`config.mk`:
```
export PLATFORM = sky130hd
export DESIGN_NAME = decimating_dc_block_highpass_unit
export DESIGN_NICKNAME = d
export VERILOG_FILES = /design/src/rtl/core/dcbh_pkg.sv /design/src/rtl/core/dcbh_hpf.sv /design/src/rtl/core/decimating_dc_block_highpass_unit.sv
export SDC_FILE = /design/constraint.sdc
export NUM_CORES = 2
export LEC_CHECK = 0
export ABC_AREA = 1
export BUFFER_PORTS_ARGS = -buffer_cell sky130_fd_sc_hd__buf_4
export CAP_MARGIN = 20
export CELL_PAD_IN_SITES_DETAIL_PLACEMENT = 0
export CELL_PAD_IN_SITES_GLOBAL_PLACEMENT = 1
export CORE_ASPECT_RATIO = 0.6
export CORE_MARGIN = 2
export CORE_UTILIZATION = 45
export CTS_CLUSTER_DIAMETER = 200
export DETAILED_ROUTE_END_ITERATION = 7
export PLACE_DENSITY = 0.85
export SLEW_MARGIN = 20
export SYNTH_ARGS = -nofsm -noshare
export SYNTH_HDL_FRONTEND = slang
export SYNTH_HIERARCHICAL = 1
export SYNTH_SLANG_ARGS = --single-unit
```
`constraint.sdc`:
```
create_clock -name clk -period 17.34 [get_ports clk]
set_clock_uncertainty 0.05 [all_clocks]
set_input_delay 3.468 -clock clk [delete_from_list [all_inputs] [get_ports clk]]
set_output_delay 3.468 -clock clk [all_outputs]
set_load 0.005 [all_outputs]
```
`src/rtl/core/dcbh_pkg.sv`:
```
// Shared types and constants for the decimating DC-blocking high-pass unit.
// No dependencies; imported by every module of the block.
package dcbh_pkg;

  localparam int SAMPLE_W = 16;
  localparam int FACTOR_W = 5;
  localparam int GAIN_W   = 24;
  localparam int COEF_W   = 17;
  localparam int ACC_W    = 40;
  localparam int FRAC_W   = 8;
  localparam int COEF_FRAC_W = 16;
  localparam int CFG_IDX_W  = 2;
  localparam int CFG_DATA_W = 24;

  localparam logic [FACTOR_W-1:0] FACTOR_RESET = 5'd1;
  localparam logic [GAIN_W-1:0]   GAIN_RESET   = 24'd65536;
  localparam logic [COEF_W-1:0]   COEF_RESET   = 17'd64880;
  localparam logic [COEF_W-1:0]   COEF_ONE     = 17'd65536;

  localparam logic signed [ACC_W-1:0] ACC_MAX = {1'b0, {(ACC_W-1){1'b1}}};
  localparam logic signed [ACC_W-1:0] ACC_MIN = {1'b1, {(ACC_W-1){1'b0}}};
  localparam logic signed [SAMPLE_W-1:0] OUT_MAX = 16'sd32767;
  localparam logic signed [SAMPLE_W-1:0] OUT_MIN = -16'sd32767;

  typedef enum logic [CFG_IDX_W-1:0] {
    REG_DECIMATION = 2'd0,
    REG_GAIN       = 2'd1,
    REG_POLE       = 2'd2
  } cfg_reg_t;

  typedef enum logic {
    KIND_SAMPLE = 1'b0,
    KIND_CLEAR  = 1'b1
  } kind_t;

  typedef struct packed {
    logic                    clear;
    logic signed [ACC_W-1:0] x;
  } stage_t;

endpackage

```
`src/rtl/core/dcbh_hpf.sv`:
```
// First-order DC-blocking feedback section with output truncation and clipping.
// Depends on dcbh_pkg for widths, limits and the stage word type.
module dcbh_hpf import dcbh_pkg::*; (
  input  logic                       clk,
  input  logic                       rst,
  input  logic                       en,
  input  stage_t                     word,
  input  logic [COEF_W-1:0]          pole_coefficient,
  output logic signed [SAMPLE_W-1:0] q
);

  localparam int MUL_W = ACC_W + COEF_W + 1;
  localparam int FB_W  = MUL_W - COEF_FRAC_W;
  localparam int SUM_W = FB_W + 1;
  localparam int RND_W = ACC_W + 1;
  localparam int QW    = RND_W - FRAC_W;

  logic signed [ACC_W-1:0] prev_x;
  logic signed [ACC_W-1:0] prev_y;
  logic signed [ACC_W-1:0] y_next;
  logic [COEF_W-1:0]       c_eff;
  logic signed [MUL_W-1:0] fb_prod;
  logic signed [FB_W-1:0]  fb;
  logic signed [SUM_W-1:0] y_sum;
  logic signed [RND_W-1:0] y_adj;
  logic signed [QW-1:0]    y_int;

  assign c_eff   = (pole_coefficient > COEF_ONE) ? COEF_ONE : pole_coefficient;
  assign fb_prod = MUL_W'(prev_y) * MUL_W'($signed({1'b0, c_eff}));
  assign fb      = fb_prod[MUL_W-1:COEF_FRAC_W];
  assign y_sum   = SUM_W'(word.x) - SUM_W'(prev_x) + SUM_W'(fb);

  always_comb begin
    if (y_sum > SUM_W'(ACC_MAX)) begin
      y_next = ACC_MAX;
    end else if (y_sum < SUM_W'(ACC_MIN)) begin
      y_next = ACC_MIN;
    end else begin
      y_next = y_sum[ACC_W-1:0];
    end
  end

  // Adding 255 before the arithmetic shift truncates negative values toward zero.
  assign y_adj = RND_W'(y_next) + (y_next[ACC_W-1] ? RND_W'(255) : RND_W'(0));
  assign y_int = y_adj[RND_W-1:FRAC_W];

  always_comb begin
    if (y_int > QW'(OUT_MAX)) begin
      q = OUT_MAX;
    end else if (y_int < QW'(OUT_MIN)) begin
      q = OUT_MIN;
    end else begin
      q = y_int[SAMPLE_W-1:0];
    end
  end

  always_ff @(posedge clk) begin
    if (rst) begin
      prev_x <= '0;
      prev_y <= '0;
    end else if (en) begin
      if (word.clear) begin
        prev_x <= '0;
        prev_y <= '0;
      end else begin
        prev_x <= word.x;
        prev_y <= y_next;
      end
    end
  end

endmodule

```
`src/rtl/core/decimating_dc_block_highpass_unit.sv`:
```
// Top level of the decimating DC-blocking high-pass unit: boxcar decimator, gain stage
// and result register. Depends on dcbh_pkg and instantiates dcbh_hpf.
//
// Words arrive on the input channel (in_valid/in_ready) as a kind and a 16-bit sample.
// A sample word adds to the running group sum; the word that completes a group of
// decimation_factor samples yields one filtered_sample on the output channel
// (out_valid/out_ready). A clear word yields nothing; it zeroes the group and the
// filter memory in order with the surrounding words.
// The accepting edge loads the scaled group sum into the first register; the result
// register is loaded from it once the output is free or taken, and out_valid rises with
// it. One word is accepted every cycle while the output does not stall;
// the recursion through the previous output is a single combinational multiply-add,
// which allows that rate.
// Configuration is written through cfg_valid/cfg_ready with cfg_index and cfg_data;
// cfg_ready is always high. Write only while the unit is idle.
// Reset restores the register defaults and zeroes all filter state at once.
// When the receiver stalls, the result register holds its word, the scaled stage fills,
// and in_ready falls until the result is taken.
module decimating_dc_block_highpass_unit import dcbh_pkg::*; #(
  parameter int MAX_DECIMATION = 16
) (
  input  logic                        clk,
  input  logic                        rst,
  input  logic                        in_valid,
  output logic                        in_ready,
  input  logic                        kind,
  input  logic signed [SAMPLE_W-1:0]  audio_sample,
  output logic                        out_valid,
  input  logic                        out_ready,
  output logic signed [SAMPLE_W-1:0]  filtered_sample,
  input  logic                        cfg_valid,
  output logic                        cfg_ready,
  input  logic [CFG_IDX_W-1:0]        cfg_index,
  input  logic [CFG_DATA_W-1:0]       cfg_data
);

  localparam int SUM_W  = SAMPLE_W + $clog2(MAX_DECIMATION);
  localparam int CNT_W  = $clog2(MAX_DECIMATION + 1);
  localparam int FAC_W  = (CNT_W > FACTOR_W) ? CNT_W : FACTOR_W;
  localparam int PROD_W = SUM_W + GAIN_W + 1;
  localparam int XW     = PROD_W - FRAC_W;
  localparam logic [FAC_W-1:0] MAX_FAC = FAC_W'(MAX_DECIMATION);

  logic [FACTOR_W-1:0] decimation_factor;
  logic [GAIN_W-1:0]   gain_scale;
  logic [COEF_W-1:0]   pole_coefficient;

  logic signed [SUM_W-1:0] group_sum;
  logic [CNT_W-1:0]        group_count;
  logic signed [SUM_W-1:0] group_sum_next;
  logic [FAC_W-1:0]        count_next;
  logic [FAC_W-1:0]        fac_ext;
  logic [FAC_W-1:0]        eff_factor;
  logic                    complete;
  logic signed [PROD_W-1:0] prod;
  logic signed [XW-1:0]    x_short;
  logic signed [ACC_W-1:0] x_full;

  logic   s1_valid;
  stage_t s1_word;
  logic   s1_go;
  logic   in_fire;
  logic   out_fire;
  logic   is_clear;
  logic signed [SAMPLE_W-1:0] q;

  assign cfg_ready = 1'b1;

  always_ff @(posedge clk) begin
    if (rst) begin
      decimation_factor <= FACTOR_RESET;
      gain_scale        <= GAIN_RESET;
      pole_coefficient  <= COEF_RESET;
    end else if (cfg_valid) begin
      case (cfg_reg_t'(cfg_index))
        REG_DECIMATION: decimation_factor <= cfg_data[FACTOR_W-1:0];
        REG_GAIN:       gain_scale        <= cfg_data[GAIN_W-1:0];
        REG_POLE:       pole_coefficient  <= cfg_data[COEF_W-1:0];
        default: ;
      endcase
    end
  end

  assign fac_ext    = FAC_W'(decimation_factor);
  assign eff_factor = (fac_ext == '0) ? FAC_W'(1) :
                      ((fac_ext > MAX_FAC) ? MAX_FAC : fac_ext);

  assign group_sum_next = group_sum + SUM_W'(audio_sample);
  assign count_next     = FAC_W'(group_count) + FAC_W'(1);
  assign complete       = (count_next >= eff_factor);

  assign prod    = PROD_W'(group_sum_next) * PROD_W'($signed({1'b0, gain_scale}));
  assign x_short = prod[PROD_W-1:FRAC_W];
  assign x_full  = {{(ACC_W-XW){x_short[XW-1]}}, x_short};

  assign is_clear = (kind_t'(kind) == KIND_CLEAR);
  assign s1_go    = s1_valid && (s1_word.clear || !out_valid || out_ready);
  assign in_ready = !s1_valid || s1_go;
  assign in_fire  = in_valid && in_ready;
  assign out_fire = out_valid && out_ready;

  always_ff @(posedge clk) begin
    if (rst) begin
      group_sum   <= '0;
      group_count <= '0;
    end else if (in_fire) begin
      if (is_clear || complete) begin
        group_sum   <= '0;
        group_count <= '0;
      end else begin
        group_sum   <= group_sum_next;
        group_count <= count_next[CNT_W-1:0];
      end
    end
  end

  always_ff @(posedge clk) begin
    if (rst) begin
      s1_valid <= 1'b0;
    end else if (in_fire) begin
      s1_valid <= is_clear || complete;
    end else if (s1_go) begin
      s1_valid <= 1'b0;
    end
  end

  always_ff @(posedge clk) begin
    if (in_fire) begin
      s1_word.clear <= is_clear;
      s1_word.x     <= x_full;
    end
  end

  dcbh_hpf u_hpf (
    .clk              (clk),
    .rst              (rst),
    .en               (s1_go),
    .word             (s1_word),
    .pole_coefficient (pole_coefficient),
    .q                (q)
  );

  always_ff @(posedge clk) begin
    if (rst) begin
      out_valid <= 1'b0;
    end else if (s1_go && !s1_word.clear) begin
      out_valid <= 1'b1;
    end else if (out_fire) begin
      out_valid <= 1'b0;
    end
  end

  always_ff @(posedge clk) begin
    if (s1_go && !s1_word.clear) begin
      filtered_sample <= q;
    end
  end

  a_count_range: assert property (@(posedge clk) disable iff (rst)
    FAC_W'(group_count) < MAX_FAC)
    else $error("group count reached the maximum decimation factor");

  a_clear_group: assert property (@(posedge clk) disable iff (rst)
    (in_fire && is_clear) |=> (group_sum == '0 && group_count == '0 && s1_valid))
    else $error("clear word did not restart the group");

  a_stall_blocks: assert property (@(posedge clk) disable iff (rst)
    (s1_valid && !s1_go) |-> !in_ready)
    else $error("input accepted while the scaled stage was blocked");

  a_reset_empty: assert property (@(posedge clk)
    rst |=> (!out_valid && !s1_valid))
    else $error("pipeline not empty after reset");

endmodule

```
==> reports/metrics.cfg <==
[route]
ant_nets=0
routed_via_density=5.31
dr_wl_met2_microns=63600
post_drt_wl_per_cell_microns=22.7
wirelength_microns=191000
routed-wl-met3_microns=34800
first_iter_violations=4607
met1_length_microns=90000
vias=44700
highest_layer=met5
remaining_drc_errors=0
first_pass_iters=6

[global_route]
grt_pass1_vias=44500
grt_usage_pct=32.4
antenna_found_initial=2
grt.overflow.total=0
grt_pass1_wl_microns=287000
grt_max_degree=81

[yosys]
ys_types=59
synthMuxAreaShare_pct=0
seq_area_frac_synth_pct=8.86
avgSynthCellArea_sq_um=7.70
syn_area_sq_mm=0.0529
synth.area.top_cells=fa_1, nand2_1, inv_1, ha_1, dfxtp_1
yosys.area_share.simple_pct=19.9
synth_ff_type=dfxtp_1
synth_nets=8368
synth_top_cell_area_share_pct=40.7
synth_edf_count=54
synth_top_family_by_area=adder cells
syn-instance-count=6862
ys_warn_count=6
synthXorXnorAreaFrac_pct=2.03
synth_fa_ha_area_share_pct=49.8
async_flop_share_pct=0
yosys_register_bits=207
yosysTopAreaCell=fa_1
synth_compound_area_share_pct=5.62

[hold_path]
hold_path_class=reg2reg
hold_path_depth=2

[job]
maxCapViolations=0

[clock_network]
clk_pin_slew_ps=70
post_cts_resized=0
cts_buffers=25
clock-sinks=207
cts_hold_buf=0
root_buffer=clkbuf_16
cts_setup_buffers=0
insertion_delay_ps=620
htree_num_levels=1
clockBufferDepth=3
cts_tree=done

[timing]
hold_viol_final=0
finalCritPeriodShare_pct=90.9
fmax_ghz=0.0634
worst_slack_ps=1570
hold_ws_ps=422
tightest_slew_ps=1170
slew_viol_final=0
slew_headroom_pct=21.9
setup_violations=0
fin_crit_ps=15770
tns_ps=0
rsz0062_at_grt=false

[setup_path]
startpoint_type=flop
crit_required_ps=17760
path_common_cell=nand2_1
crit_fanout=49
ff2ff_path_depth=66
cp_slowest_stage_delay_ps=710
crit_type=reg2reg
worstSetupEndpointType=flop
cpMaxStageDelayCell=nor2_1
arrival_ps=16190

[layout]
area_growth_pct=5.55
drive_gt1_share_pct=4.60
nets=8306
final_cell_mix=nand2_1, inv_1, fa_1
final_common_cell=nand2_1

[placement]
dpl_worst_slack_ps=2010
port_buffers=65
place_congestion=1.02
dp_hpwl_microns=162000

[outcome]
status=complete, no violations

[floorplanning]
io_pins=67
core_area_sq_mm=0.117
die_area_sq_mm=0.120
die_h_microns=269
start_util_pct=45.3
rows=97
die_w_microns=446

-- path summary, 6_finish.rpt --
check | startpoint | endpoint | slack, ps
setup reg to reg | pole_coefficient[11] | filtered_sample[4] | 1570
setup / recovery | pole_coefficient[11] | filtered_sample[4] | 1570
hold reg to reg | group_sum[0] | group_sum[0] | 420
hold / removal | group_sum[0] | group_sum[0] | 420
-- registers in the layout, indices dropped and copies added, names as in the netlist --
register and cells:
decimation_factor 5, group_sum 20, out_valid 1, u_hpf/prev_y 40
pole_coefficient 17, s1_word 38, group_count 5, u_hpf/prev_x 40
s1_valid 1, gain_scale 24, filtered_sample 16
-- worst max-delay path, delay by kind of cell, from the launching register on --
kind | cells | cell delay [ps]
adders and majority gates | 10 | 4280
AOI/OAI and AO/OA | 10 | 3130
and+or+nand+nor | 36 | 6270
buffers and inverters | 9 | 1430
xor gates and xnor gates | 1 | 100
DFF | 1 | 310
-- final cells by class --
cell class	instances	area, sq um
flip-flops and latches	207	4680
diodes	3	7.51
repair buffers	149	1130
multi-input cells	4755	40900
inverters	1662	6240
clock inverters	17	155
fillers	11600	60800
well taps	1584	1980
clock buffers	29	672
-- kinds of logic after synthesis --
| group | Yosys count |
|---|---|
| simple gates | 2632 |
| buf+inv | 1900 |
| fa+ha+maj | 1458 |
| compound gates | 544 |
| flops | 207 |
| xor+xnor | 120 |
| other cells | 1 |
-- synth_stat cells (4+ instances only) --
library cell	number
o21ai_0	102
nor2_1	693
o21ai_1	10
a21oi_1	334
nand4_1	35
clkinv_1	29
nand2_1	1633
ha_1	384
xnor2_1	55
buf_2	19
dfxtp_1	153
nor3_1	23
fa_1	1074
nand3_2	7
buf_6	13
and2_1	6
o21bai_1	15
a21oi_2	4
buf_1	9
nand3_1	142
buf_4	11
a22oi_1	7
clkbuf_1	186
inv_1	1614
nor2_2	28
o21a_1	14
nand2_4	6
a21o_1	16
nand3b_1	11
nand2_2	35
a21boi_0	6
edfxtp_1	54
o211ai_1	4
xor2_1	62
inv_2	16
a31oi_1	15
-- stage by stage --
stage	cell area, sq um	instances	util [%]
after floorplan	52900	6862	-
after global placement	54900	8356	47.1
after detailed placement	54900	8356	47.1
after CTS	55800	8402	47.8
after global routing	55800	8403	47.8
final	55800	8406	47.8
-- per-layer routing --
layer / global-route usage, % / vias to the layer above
li1: - / 20000
met1: 51.1 / 22000
met2: 37.0 / 2466
met3: 19.2 / 143
met4: 3.29 / 8
met5: 1.87 / -
Power is left out: the tool's default activity adds up to more than one toggle a clock period on the data nets, which glitch-free logic cannot reach.
